## src/sv/nstm_pkg.sv

```systemverilog
package nstm_pkg;

  // Default number of slots in the table.
  localparam int unsigned SLOTS_DEF = 8;

  // Width of a stored sequence number.
  localparam int unsigned NUM_W = 32;

  // Width of a slot index as it travels in a result word.
  localparam int unsigned IDX_OUT_W = 3;

  localparam int unsigned OP_W = 2;

  // Stream word widths, rounded up to whole bytes.
  localparam int unsigned IN_DATA_W  = 40;
  localparam int unsigned OUT_DATA_W = 48;

  // Operation codes; the unused code behaves as a report.
  localparam logic [OP_W-1:0] OP_ADD    = 2'd0;
  localparam logic [OP_W-1:0] OP_REMOVE = 2'd1;
  localparam logic [OP_W-1:0] OP_REPORT = 2'd2;

endpackage

```

## src/sv/nstm_ram.sv

```systemverilog
module nstm_ram #(
  parameter int unsigned WIDTH = 32,
  parameter int unsigned DEPTH = 8
) (
  input  logic                     clk_i,
  input  logic                     wr_en_i,
  input  logic [$clog2(DEPTH)-1:0] wr_addr_i,
  input  logic [WIDTH-1:0]         wr_data_i,
  input  logic                     rd_en_i,
  input  logic [$clog2(DEPTH)-1:0] rd_addr_i,
  output logic [WIDTH-1:0]         rd_data_o
);

  logic [WIDTH-1:0] mem_q [DEPTH];
  logic [WIDTH-1:0] rd_data_q;

  always_ff @(posedge clk_i) begin
    if (wr_en_i) begin
      mem_q[wr_addr_i] <= wr_data_i;
    end
    if (rd_en_i) begin
      rd_data_q <= mem_q[rd_addr_i];
    end
  end

  assign rd_data_o = rd_data_q;

endmodule

```

## src/sv/nstm_scan.sv

```systemverilog
module nstm_scan #(
  parameter int unsigned SLOTS = nstm_pkg::SLOTS_DEF
) (
  input  logic                         clk_i,
  input  logic                         rst_ni,
  input  logic                         clr_i,
  input  logic                         en_i,
  input  logic [$clog2(SLOTS)-1:0]     idx_i,
  input  logic [nstm_pkg::NUM_W-1:0]   val_i,
  input  logic [nstm_pkg::NUM_W-1:0]   key_i,
  output logic [nstm_pkg::NUM_W-1:0]   max_num_o,
  output logic [$clog2(SLOTS)-1:0]     max_idx_o,
  output logic [nstm_pkg::NUM_W-1:0]   sec_num_o,
  output logic [$clog2(SLOTS)-1:0]     sec_idx_o,
  output logic [$clog2(SLOTS)-1:0]     min_idx_o,
  output logic                         hit_o,
  output logic [$clog2(SLOTS)-1:0]     hit_idx_o
);

  localparam int unsigned IW = $clog2(SLOTS);

  logic [nstm_pkg::NUM_W-1:0] max_num_q, max_num_d;
  logic [nstm_pkg::NUM_W-1:0] sec_num_q, sec_num_d;
  logic [nstm_pkg::NUM_W-1:0] min_num_q, min_num_d;
  logic [IW-1:0]              max_idx_q, max_idx_d;
  logic [IW-1:0]              sec_idx_q, sec_idx_d;
  logic [IW-1:0]              min_idx_q, min_idx_d;
  logic [IW-1:0]              hit_idx_q, hit_idx_d;
  logic                       hit_q, hit_d;

  // Largest and second largest are tracked together: a new maximum pushes
  // the old one down, which keeps the first slot of each value.
  always_comb begin
    max_num_d = max_num_q;
    max_idx_d = max_idx_q;
    sec_num_d = sec_num_q;
    sec_idx_d = sec_idx_q;
    min_num_d = min_num_q;
    min_idx_d = min_idx_q;
    hit_d     = hit_q;
    hit_idx_d = hit_idx_q;
    if (clr_i) begin
      max_num_d = '0;
      max_idx_d = '0;
      sec_num_d = '0;
      sec_idx_d = '0;
      min_num_d = '1;
      min_idx_d = '0;
      hit_d     = 1'b0;
      hit_idx_d = '0;
    end else if (en_i) begin
      if (val_i > max_num_q) begin
        sec_num_d = max_num_q;
        sec_idx_d = max_idx_q;
        max_num_d = val_i;
        max_idx_d = idx_i;
      end else if (val_i < max_num_q && val_i > sec_num_q) begin
        sec_num_d = val_i;
        sec_idx_d = idx_i;
      end
      if (val_i < min_num_q) begin
        min_num_d = val_i;
        min_idx_d = idx_i;
      end
      if (!hit_q && val_i == key_i) begin
        hit_d     = 1'b1;
        hit_idx_d = idx_i;
      end
    end
  end

  always_ff @(posedge clk_i or negedge rst_ni) begin
    if (!rst_ni) begin
      hit_q <= 1'b0;
    end else begin
      hit_q <= hit_d;
    end
  end

  always_ff @(posedge clk_i) begin
    max_num_q <= max_num_d;
    max_idx_q <= max_idx_d;
    sec_num_q <= sec_num_d;
    sec_idx_q <= sec_idx_d;
    min_num_q <= min_num_d;
    min_idx_q <= min_idx_d;
    hit_idx_q <= hit_idx_d;
  end

  assign max_num_o = max_num_q;
  assign max_idx_o = max_idx_q;
  assign sec_num_o = sec_num_q;
  assign sec_idx_o = sec_idx_q;
  assign min_idx_o = min_idx_q;
  assign hit_o     = hit_q;
  assign hit_idx_o = hit_idx_q;

endmodule

```

## src/sv/numbered_slot_table_manager.sv

```systemverilog
// Numbered slot table: SLOTS slots in a small RAM, each holding a 32-bit
// sequence number, where zero marks an empty slot.
// Commands arrive as words on the s_axis channel: an add puts the largest
// stored number plus one into the first slot holding the smallest number,
// a remove clears the first slot holding the given number, and a report
// changes nothing. Each command yields exactly one word on m_axis that
// describes the table after the command: the slot touched, a success flag,
// the number assigned, the newest and second newest slots and the oldest.
// Each command makes two passes over the single RAM read port, one before
// the write and one after it, at one slot per cycle. The result and ready
// return together, in the same cycle.
// Commands are handled one at a time. A finished result sits in an output
// register, so a new command is taken while it waits; if the receiver
// still stalls when the next result is ready, the block holds that result
// internally until the output register is free.
// Reset empties the table at once through per-slot valid bits, so the
// block is ready in the first cycle after reset.
module numbered_slot_table_manager #(
  parameter int unsigned SLOTS = nstm_pkg::SLOTS_DEF
) (
  input  logic                              clk_i,
  input  logic                              rst_ni,
  input  logic                              s_axis_tvalid,
  output logic                              s_axis_tready,
  // tdata from bit 0: op[1:0], number[33:2], zero padding[39:34]
  input  logic [nstm_pkg::IN_DATA_W-1:0]    s_axis_tdata,
  output logic                              m_axis_tvalid,
  input  logic                              m_axis_tready,
  // tdata from bit 0: slot_index[2:0], op_ok[3], assigned_number[35:4],
  // last_slot[38:36], last_found[39], second_slot[42:40],
  // second_found[43], oldest_slot[46:44], zero padding[47]
  output logic [nstm_pkg::OUT_DATA_W-1:0]   m_axis_tdata
);

  localparam int unsigned IW    = $clog2(SLOTS);
  localparam int unsigned CW    = $clog2(SLOTS + 1);
  localparam int unsigned NUM_W = nstm_pkg::NUM_W;
  localparam int unsigned XW    = nstm_pkg::IDX_OUT_W;

  typedef enum logic [4:0] {
    ST_IDLE  = 5'b00001,
    ST_SCAN1 = 5'b00010,
    ST_WRITE = 5'b00100,
    ST_SCAN2 = 5'b01000,
    ST_DONE  = 5'b10000
  } state_e;

  state_e state_q, state_d;

  logic [nstm_pkg::OP_W-1:0] op_q;
  logic [NUM_W-1:0]          key_q;
  logic [CW-1:0]             rd_cnt_q, rd_cnt_d;
  logic                      rv_q;
  logic [IW-1:0]             ri_q;
  logic                      rvld_q;
  logic [SLOTS-1:0]          vld_q;

  logic                      in_scan;
  logic                      issue;
  logic                      scan_last;
  logic                      scan_clr;
  logic [IW-1:0]             rd_addr;
  logic [NUM_W-1:0]          rd_data;
  logic [NUM_W-1:0]          slot_val;

  logic                      wr_en;
  logic [IW-1:0]             wr_addr;
  logic [NUM_W-1:0]          wr_data;

  logic [NUM_W-1:0]          max_num;
  logic [IW-1:0]             max_idx;
  logic [NUM_W-1:0]          sec_num;
  logic [IW-1:0]             sec_idx;
  logic [IW-1:0]             min_idx;
  logic                      hit;
  logic [IW-1:0]             hit_idx;

  logic [XW-1:0]             res_slot_q, res_slot_d;
  logic                      res_ok_q, res_ok_d;
  logic [NUM_W-1:0]          res_num_q, res_num_d;

  logic                      out_vld_q;
  logic [nstm_pkg::OUT_DATA_W-1:0] out_data_q;
  logic                      out_load;

  logic                      in_acc;

  assign s_axis_tready = (state_q == ST_IDLE);
  assign in_acc        = s_axis_tvalid && s_axis_tready;

  assign in_scan   = (state_q == ST_SCAN1) || (state_q == ST_SCAN2);
  assign issue     = in_scan && (rd_cnt_q < CW'(SLOTS));
  assign rd_addr   = rd_cnt_q[IW-1:0];
  assign scan_last = rv_q && (ri_q == IW'(SLOTS - 1));
  assign scan_clr  = in_acc || (state_q == ST_WRITE);

  // A slot never written since reset reads as empty.
  assign slot_val = rvld_q ? rd_data : '0;

  assign out_load = (state_q == ST_DONE) && (!out_vld_q || m_axis_tready);

  nstm_ram #(
    .WIDTH (NUM_W),
    .DEPTH (SLOTS)
  ) u_ram (
    .clk_i     (clk_i),
    .wr_en_i   (wr_en),
    .wr_addr_i (wr_addr),
    .wr_data_i (wr_data),
    .rd_en_i   (issue),
    .rd_addr_i (rd_addr),
    .rd_data_o (rd_data)
  );

  nstm_scan #(
    .SLOTS (SLOTS)
  ) u_scan (
    .clk_i     (clk_i),
    .rst_ni    (rst_ni),
    .clr_i     (scan_clr),
    .en_i      (rv_q),
    .idx_i     (ri_q),
    .val_i     (slot_val),
    .key_i     (key_q),
    .max_num_o (max_num),
    .max_idx_o (max_idx),
    .sec_num_o (sec_num),
    .sec_idx_o (sec_idx),
    .min_idx_o (min_idx),
    .hit_o     (hit),
    .hit_idx_o (hit_idx)
  );

  // The write uses the figures of the first pass; the second pass then
  // sees the updated table.
  always_comb begin
    wr_en      = 1'b0;
    wr_addr    = min_idx;
    wr_data    = max_num + NUM_W'(1);
    res_slot_d = res_slot_q;
    res_ok_d   = res_ok_q;
    res_num_d  = res_num_q;
    if (state_q == ST_WRITE) begin
      res_slot_d = '0;
      res_ok_d   = 1'b0;
      res_num_d  = '0;
      case (op_q)
        nstm_pkg::OP_ADD: begin
          wr_en      = 1'b1;
          res_slot_d = XW'(min_idx);
          res_ok_d   = 1'b1;
          res_num_d  = wr_data;
        end
        nstm_pkg::OP_REMOVE: begin
          wr_addr = hit_idx;
          wr_data = '0;
          if (hit) begin
            wr_en      = 1'b1;
            res_slot_d = XW'(hit_idx);
            res_ok_d   = 1'b1;
          end
        end
        default: begin
        end
      endcase
    end
  end

  always_comb begin
    state_d  = state_q;
    rd_cnt_d = rd_cnt_q;
    if (issue) begin
      rd_cnt_d = rd_cnt_q + CW'(1);
    end
    unique case (state_q)
      ST_IDLE: begin
        rd_cnt_d = '0;
        if (in_acc) begin
          state_d = ST_SCAN1;
        end
      end
      ST_SCAN1: begin
        if (scan_last) begin
          state_d = ST_WRITE;
        end
      end
      ST_WRITE: begin
        rd_cnt_d = '0;
        state_d  = ST_SCAN2;
      end
      ST_SCAN2: begin
        if (scan_last) begin
          state_d = ST_DONE;
        end
      end
      ST_DONE: begin
        if (out_load) begin
          state_d = ST_IDLE;
        end
      end
      default: begin
        state_d = ST_IDLE;
      end
    endcase
  end

  always_ff @(posedge clk_i or negedge rst_ni) begin
    if (!rst_ni) begin
      state_q   <= ST_IDLE;
      rd_cnt_q  <= '0;
      rv_q      <= 1'b0;
      vld_q     <= '0;
      out_vld_q <= 1'b0;
    end else begin
      state_q  <= state_d;
      rd_cnt_q <= rd_cnt_d;
      rv_q     <= issue;
      if (wr_en) begin
        vld_q[wr_addr] <= 1'b1;
      end
      if (out_load) begin
        out_vld_q <= 1'b1;
      end else if (m_axis_tready) begin
        out_vld_q <= 1'b0;
      end
    end
  end

  always_ff @(posedge clk_i) begin
    if (in_acc) begin
      op_q  <= s_axis_tdata[nstm_pkg::OP_W-1:0];
      key_q <= s_axis_tdata[nstm_pkg::OP_W +: NUM_W];
    end
    ri_q       <= rd_addr;
    rvld_q     <= vld_q[rd_addr];
    res_slot_q <= res_slot_d;
    res_ok_q   <= res_ok_d;
    res_num_q  <= res_num_d;
    if (out_load) begin
      out_data_q <= {1'b0,
                     XW'(min_idx),
                     (sec_num != '0),
                     XW'(sec_idx),
                     (max_num != '0),
                     XW'(max_idx),
                     res_num_q,
                     res_ok_q,
                     res_slot_q};
    end
  end

  assign m_axis_tvalid = out_vld_q;
  assign m_axis_tdata  = out_data_q;

  a_scan_idle : assert property (@(posedge clk_i) disable iff (!rst_ni)
    s_axis_tready |-> !rv_q)
    else $error("read pipeline busy while idle");

  a_write_once : assert property (@(posedge clk_i) disable iff (!rst_ni)
    wr_en |-> (state_q == ST_WRITE) && !rv_q)
    else $error("table written outside the write step");

  a_first_pass_end : assert property (@(posedge clk_i) disable iff (!rst_ni)
    (state_q == ST_SCAN1) && scan_last |=> (state_q == ST_WRITE))
    else $error("first pass did not lead to the write step");

  a_second_pass : assert property (@(posedge clk_i) disable iff (!rst_ni)
    (state_q == ST_WRITE) |=> (state_q == ST_SCAN2) && (rd_cnt_q == '0))
    else $error("second pass did not start from slot zero");

  a_out_source : assert property (@(posedge clk_i) disable iff (!rst_ni)
    $rose(out_vld_q) |-> $past(state_q == ST_DONE))
    else $error("result word raised outside the done step");

endmodule
```

## config.mk

```make
export PLATFORM = sky130hd
export DESIGN_NAME = numbered_slot_table_manager
export DESIGN_NICKNAME = d
export VERILOG_FILES = /design/src/sv/nstm_pkg.sv /design/src/sv/nstm_ram.sv /design/src/sv/nstm_scan.sv /design/src/sv/numbered_slot_table_manager.sv
export SDC_FILE = /design/constraint.sdc
export NUM_CORES = 1
export LEC_CHECK = 0
export ABC_AREA = 1
export ABC_CLOCK_PERIOD_IN_PS = 4990
export BUFFER_PORTS_ARGS = -buffer_cell sky130_fd_sc_hd__buf_2
export CORE_MARGIN = 1.5
export CORE_UTILIZATION = 55
export CTS_BUF_LIST = sky130_fd_sc_hd__clkbuf_4
export DETAILED_ROUTE_END_ITERATION = 12
export PLACE_DENSITY = 0.79
export SLEW_MARGIN = 40
export SYNTH_ARGS = -nofsm -noshare
export SYNTH_HDL_FRONTEND = slang
export SYNTH_HIERARCHICAL = 1
export SYNTH_SLANG_ARGS = --single-unit
```

## constraint.sdc

```tcl
create_clock -name clk_i -period 4.99 [get_ports clk_i]
set_clock_uncertainty 0.1 [all_clocks]
set_input_delay 0.2495 -clock clk_i [delete_from_list [all_inputs] [get_ports clk_i]]
set_output_delay 0.2495 -clock clk_i [all_outputs]
set_load 0.05 [all_outputs]
```

=== Word-level counts from Yosys, hierarchy flattened ===
Memory sizes are Yosys's and may differ from the RTL's. A register that Yosys moved wholly into a read port is not among the register bits.
Index checks and enable logic that the tools add are counted.

* Add/subtract/negate cells: 2
* $mul: 0
* Divide/modulo/power cells: 0
* Order comparisons: 8
* Eq/ne operators: 12
* Shift operators: 0
* Multiplexer cells: 32
* Bitwise operators: 1
* Reductions and logical operators: 27

{| class="wikitable"
|+ Operator list
! kind !! number
|-
| $mux 32 || 5
|-
| $gt 32x32->1 || 2
|-
| $lt 32x32->1 || 2
|-
| $reduce_bool 32->1 || 2
|-
| $add 32x1->32 const B || 1
|-
| $eq 32x32->1 || 1
|-
| $pmux 5 s5 || 1
|-
| $mux 5 || 4
|-
| $mux 3 || 5
|-
| $mux 1 || 11
|-
| $reduce_and 2->1 || 5
|-
| $reduce_bool 2->1 || 5
|-
| $lt 3x4->1 const B || 2
|-
| $mux 4 || 2
|-
| $or 8x8->8 || 1
|-
| $logic_and 1x1->1 || 7
|-
| $ne 2x2->1 const B || 3
|-
| $pmux 3 s2 || 1
|-
| $eq 5x1->1 const B || 1
|-
| $eq 5x2->1 const B || 1
|-
| $eq 5x3->1 const B || 1
|-
| $eq 5x4->1 const B || 1
|-
| $eq 5x5->1 const B || 1
|-
| $add 4x1->4 const B || 1
|-
| 13 further kinds || 16
|}

* Bits in registers: 249
* Bits in latches: 0
* RAM bits: 256
* Bits in read-only memories: 0
* Bits of input ports: 44
* Output and inout port bits: 50
* Logic and storage cells: 104
* Memories: 1

{| class="wikitable"
|+ Memories
! memory !! depth !! bits a word !! read ports !! clocked after memory_dff !! wr ports !! RTL line !! text
|-
| u_ram.mem_q || 8 || 32 || 1 || 1 || 1 || nstm_ram.sv:14 || <nowiki>logic [WIDTH-1:0] mem_q [DEPTH];</nowiki>
|}

=== Longest topological paths before layout ===
* Depth after elaboration: 8
* Depth in mapped cells: 21
* Gate-level depth less buffers: 20

=== Modules after synthesis ===
The synthesis kept the hierarchy.

{| class="wikitable"
|+ By module, submodules not included
! module !! times used !! cells an instance !! area an instance (um^2) !! sequential area each (um^2)
|-
| nstm_ram || 1 || 1156 || 12192.9 || 8648.3
|-
| nstm_scan || 1 || 1083 || 7373.3 || 2187.1
|-
| numbered_slot_table_manager || 1 || 655 || 6408.6 || 4070.2
|}

=== Least setup slack after synthesis ===
Ideal clock, no wire load.

* Path type: reg-to-reg
* From: reg state_q[1]
* To: mem u_ram.mem_q[1][0] (enable)
* Setup time: 421 ps
* Arrival: 2982 ps
* Required time: 4469 ps
* Slack: 1487 ps
* Cell stages (with the launch flop): 8
* Path buffers: 0
* Cells stage by stage: dfrtp_1 -> nor2_4 -> nand2_1 -> nor2_4 -> nand2_1 -> nand2_1 -> nand2_1 -> nor2_1

{| class="wikitable"
|+ RTL lines
! element !! RTL line !! text
|-
| from (decl) || numbered_slot_table_manager.sv:48 || <nowiki>state_e state_q, state_d;</nowiki>
|-
| from (signal assigned) || numbered_slot_table_manager.sv:215 || <nowiki>state_q <= state_d;</nowiki>
|-
| $eq 5x3->1 || numbered_slot_table_manager.sv:143 || <nowiki>if (state_q == ST_WRITE) begin</nowiki>
|-
| $mux 3 || numbered_slot_table_manager.sv:143 ||
|-
| net wr_addr[0] || numbered_slot_table_manager.sv:67 || <nowiki>logic [IW-1:0] wr_addr;</nowiki>
|-
| to (decl) || nstm_ram.sv:14 ||
|}

The timed path passes the listed nets, and every way through them passes these cells.

=== Worst setup path in the final report ===
* From: reg rvld_q
* To: reg u_scan.max_num_q (netlist bit u_scan/max_num_o[27])

* Longest elaborated chain between the ends: 3

{| class="wikitable"
|+ RTL lines
! element !! RTL line !! text
|-
| from (decl) || numbered_slot_table_manager.sv:55 || <nowiki>logic rvld_q;</nowiki>
|-
| from (signal assigned) || numbered_slot_table_manager.sv:235 || <nowiki>rvld_q <= vld_q[rd_addr];</nowiki>
|-
| $mux 32 || numbered_slot_table_manager.sv:98 || <nowiki>assign slot_val = rvld_q ? rd_data : '0;</nowiki>
|-
| net slot_val[10] || numbered_slot_table_manager.sv:64 || <nowiki>logic [NUM_W-1:0] slot_val;</nowiki>
|-
| $gt 32x32->1 || nstm_scan.sv:52 || <nowiki>if (val_i > max_num_q) begin</nowiki>
|-
| $reduce_and 2->1 (no line) || n/a ||
|-
| to (signal assigned) || nstm_scan.sv:81 || <nowiki>max_num_q <= max_num_d;</nowiki>
|-
| to (decl) || nstm_scan.sv:22 || <nowiki>logic [nstm_pkg::NUM_W-1:0] max_num_q, max_num_d;</nowiki>
|}

The timed path passes the listed nets, and every way through them passes these cells.
A chain may end at the register's enable or synchronous reset.

==> results.tsv <==
stage	metric	value	unit
detailed_routing	drt_first_iter_violations	1940	
clock_tree	clockBufferDepth	3	
floorplanning	fp.dieW	220.3	µm
timing	slew_viol_final	0	
placed_design	dpl-instance-area	0.02693	mm²
setup_path	rrSetupSlack	1.41	ns
timing	finalWorstSetupSlack	1.408	ns
setup_path	crit_path_top_delay_cell	dfxtp_2	
final_layout	fin_util	63.28	%
placed_design	gp_congestion	0.9084	
yosys	syn_area_per_cell	8.975	µm²
timing	slew_headroom	39.20	%
timing	hold_viol	0	
setup_path	cp.required	5.63	ns
power	switching_power	5.772	mW
setup_path	crit_cells	14	
placed_design	dp_hpwl	41550	µm
setup_path	end_kind	register	
yosys	netlist_instances	2894	
setup_path	critical-path-top-delay-family	simple AND/OR/NAND/NOR gates	
detailed_routing	wl_per_cell	16.93	µm
yosys	synth_nets	3036	
flow_run	cap_violations	0	
setup_path	start_kind	register	
global_routing	grt_first_pass_wirelength	101400	µm
floorplanning	start_util	55.79	%
floorplanning	rows	79	
setup_path	crit_buf_inv	3	
yosys	yosysWarnings	6	
worst_hold_path	hp-class	input pin to register	
clock_tree	clockRootBuffer	clkbuf_4	
yosys	ys_types	47	
setup_path	criticalPathCategory	register to register	
timing	fmax	279.1	MHz
power	irDropWorstVdd	332.7	µV
timing	setup_viol	0	
timing	rsz0062_at_grt	no	
clock_tree	cts-resized-gates	0	
global_routing	grt_max_degree	99	
detailed_routing	vias	20480	
detailed_routing	wl	64800	µm
clock_tree	cts_made_buffers	139	
setup_path	cp_max_fo	95	
setup_path	reg2regPathDepth	14	
setup_path	r2r_end	u_scan/max_num_o[27]$_SDFFE_PP0P_	
global_routing	grt.total_usage	27.01	%
yosys	ys_ff_latch	537	
timing	period_share	71.79	%
floorplanning	core_area	0.04656	mm²
setup_path	critPathMaxStageDelay	0.62	ns
floorplanning	die_area	0.04854	mm²
yosys	synth_edf_count	405	
clock_tree	htreeDepth	4	
power	power_frac_clock	25.3	%
yosys	ys_top_cells_by_area	edfxtp_1 (47%), nand2_1 (12%), dfxtp_1 (8.6%)	
final_layout	finalInstanceArea	0.02946	mm²
power	combPwrFrac	34.6	%
timing	finalSetupTns	0	ns
floorplanning	io_pins	94	
yosys	async_reset_ff_share	3.724	%
final_layout	nets	3263	
run_status	status	finished clean	
setup_path	worst_path_most_repeated_cell	nand2_1	
power	p_total	14.97	mW
clock_tree	tritoncts	built	
placed_design	io_buffers	86	
final_layout	fin_cells	3828	
final_layout	drive_above_1_share	11.99	%
setup_path	cp-startpoint	rvld_q$_DFF_P_	
yosys	ys_seq_area_share	57.38	%
setup_path	crit_arrival	4.22	ns
yosys	synthFlopType	edfxtp_1	
timing	tightest_slew	0.9120	ns
clock_tree	path_clk_slew	0.06	ns
yosys	netlist_area	0.02597	mm²
detailed_routing	detail-route-antenna-nets	0	
timing	post-route-min-period	3.582	ns
final_layout	most-common-layout-cells	nand2_1 (847), inv_1 (499), edfxtp_1 (405)	
power	netSwitchingFraction	38.56	%
floorplanning	die_h	220.3	µm
global_routing	grt_pass1_vias	20430	
final_layout	final_common_cell	nand2_1	
timing	hold-worst-slack	0.2123	ns
detailed_routing	drtPass1Iterations	5	
detailed_routing	vias_per_cell	5.350	
clock_tree	cts_sinks	537	
final_layout	syn2layout_area_growth	13.41	%
placed_design	dp_cells	3512	
power	p_leak	13.73	nW
yosys	synth.largest_area_cell	edfxtp_1	
detailed_routing	drc	0	
global_routing	grt_antenna_before_repair	1	
setup_path	r2r_start	rvld_q$_DFF_P_	
power	power_density	508.1	mW/mm²
placed_design	place_ws	1.180	ns
power	power.internal	9.196	mW
clock_tree	insertion_delay	0.89	ns
setup_path	critPathCapture	u_scan/max_num_o[27]$_SDFFE_PP0P_	
power	seq_power_share	40.1	%
yosys	synth_top_cell_area_share	46.82	%
setup_path	crit_path_cell_trace	buf_4, nand2_1, inv_1, ha_1, nand4_1, nor3_2, nand2_1, nand2_1, nand2_1, nand2_4, nand3_2, buf_12, o21ai_0, a21oi_1	
global_routing	gr-total-overflow	0	
metal layers:
layer / track usage, % / part of all wire (%) / up-vias
li1: - / - / 9837
met1: 31.71 / 39 / 9524
met2: 46.10 / 49 / 910
met3: 5.210 / 7.2 / 209
met4: 15.96 / 4.3 / 0
met5: 0 / 0 / -
synth_stat cells (14+ instances only):
cell type  count
ha_1          98
clkbuf_1      39
inv_1        501
nor4_1        14
dfxtp_1      112
xor2_1        16
o21ai_0       60
nand2_1      847
buf_2         39
edfxtp_1     405
o211ai_1      14
buf_6         17
nand4_1       20
nor2_1       196
dfrtp_1       19
a21oi_1      120
nand3_1      269
final cells by class:
class | count | area, µm²
flip-flops and latches | 537 | 14910
repair buffers | 192 | 1474
clock inverters | 53 | 352.8
diodes | 1 | 2.502
clock buffers | 187 | 1404
multi-input cells | 1746 | 8655
well taps | 607 | 759.5
fillers | 3570 | 17100
inverters | 505 | 1899
worst min-delay path by stage:
stage,cells after the start,end,startpoint
2_1_floorplan,0,m_axis_tvalid$_DFFE_PN0P_,rst_ni
3_3_place_gp,1,rd_cnt_q[3]$_DFFE_PN0P_,rst_ni
3_5_place_dp,1,rd_cnt_q[2]$_DFFE_PN0P_,rst_ni
4_1_cts,4,state_q[1]$_DFFE_PN0P_,s_axis_tvalid
5_1_grt,4,state_q[1]$_DFFE_PN0P_,s_axis_tvalid
6_report,4,state_q[1]$_DFFE_PN0P_,s_axis_tvalid
what timing repair did:
action                    CTS  global route
hold buffers               74             0
hold endpoints to repair  113             0
setup buffers               0             0
state kept, by name (all words and copies together) (netlist names), 32 cells and up:
register	cells
u_ram/mem_q	256
m_axis_tdata	47
key_q	32
res_num_q	32
u_ram/rd_data_o	32
u_scan/max_num_o	32
u_scan/min_num_q	32
u_scan/sec_num_o	32
logic make-up (layout without fill, tap and decap cells):
family,Yosys count,in the layout,synth area share [%]
AOI/OAI and AO/OA,225,225,4.668
xor gates and xnor gates,26,26,0.8767
adders and majority gates,98,98,4.721
buffers and inverters,611,937,9.595
DFF,537,537,57.38
other,1,2,0.01444
and+or+nand+nor,1396,1396,22.74
power groups by stage:
stage                     combinational, mW  sequential (mW)  clock, mW
final                                  5.17             6.01       3.79
after global routing                   5.82             6.06       4.11
after CTS                              5.05             5.99       3.86
after detailed placement               4.98             6.08          0
after global placement                 4.72             6.06          0
after floorplan                        3.91             5.91          0
tightest hold or removal path, stage by stage:
cell           delay (ns)
dlygate4sd3_1        0.53
buf_2                0.10
inv_1                0.09
o22ai_1              0.14
Note: power is estimated with default switching activity, not from simulation.
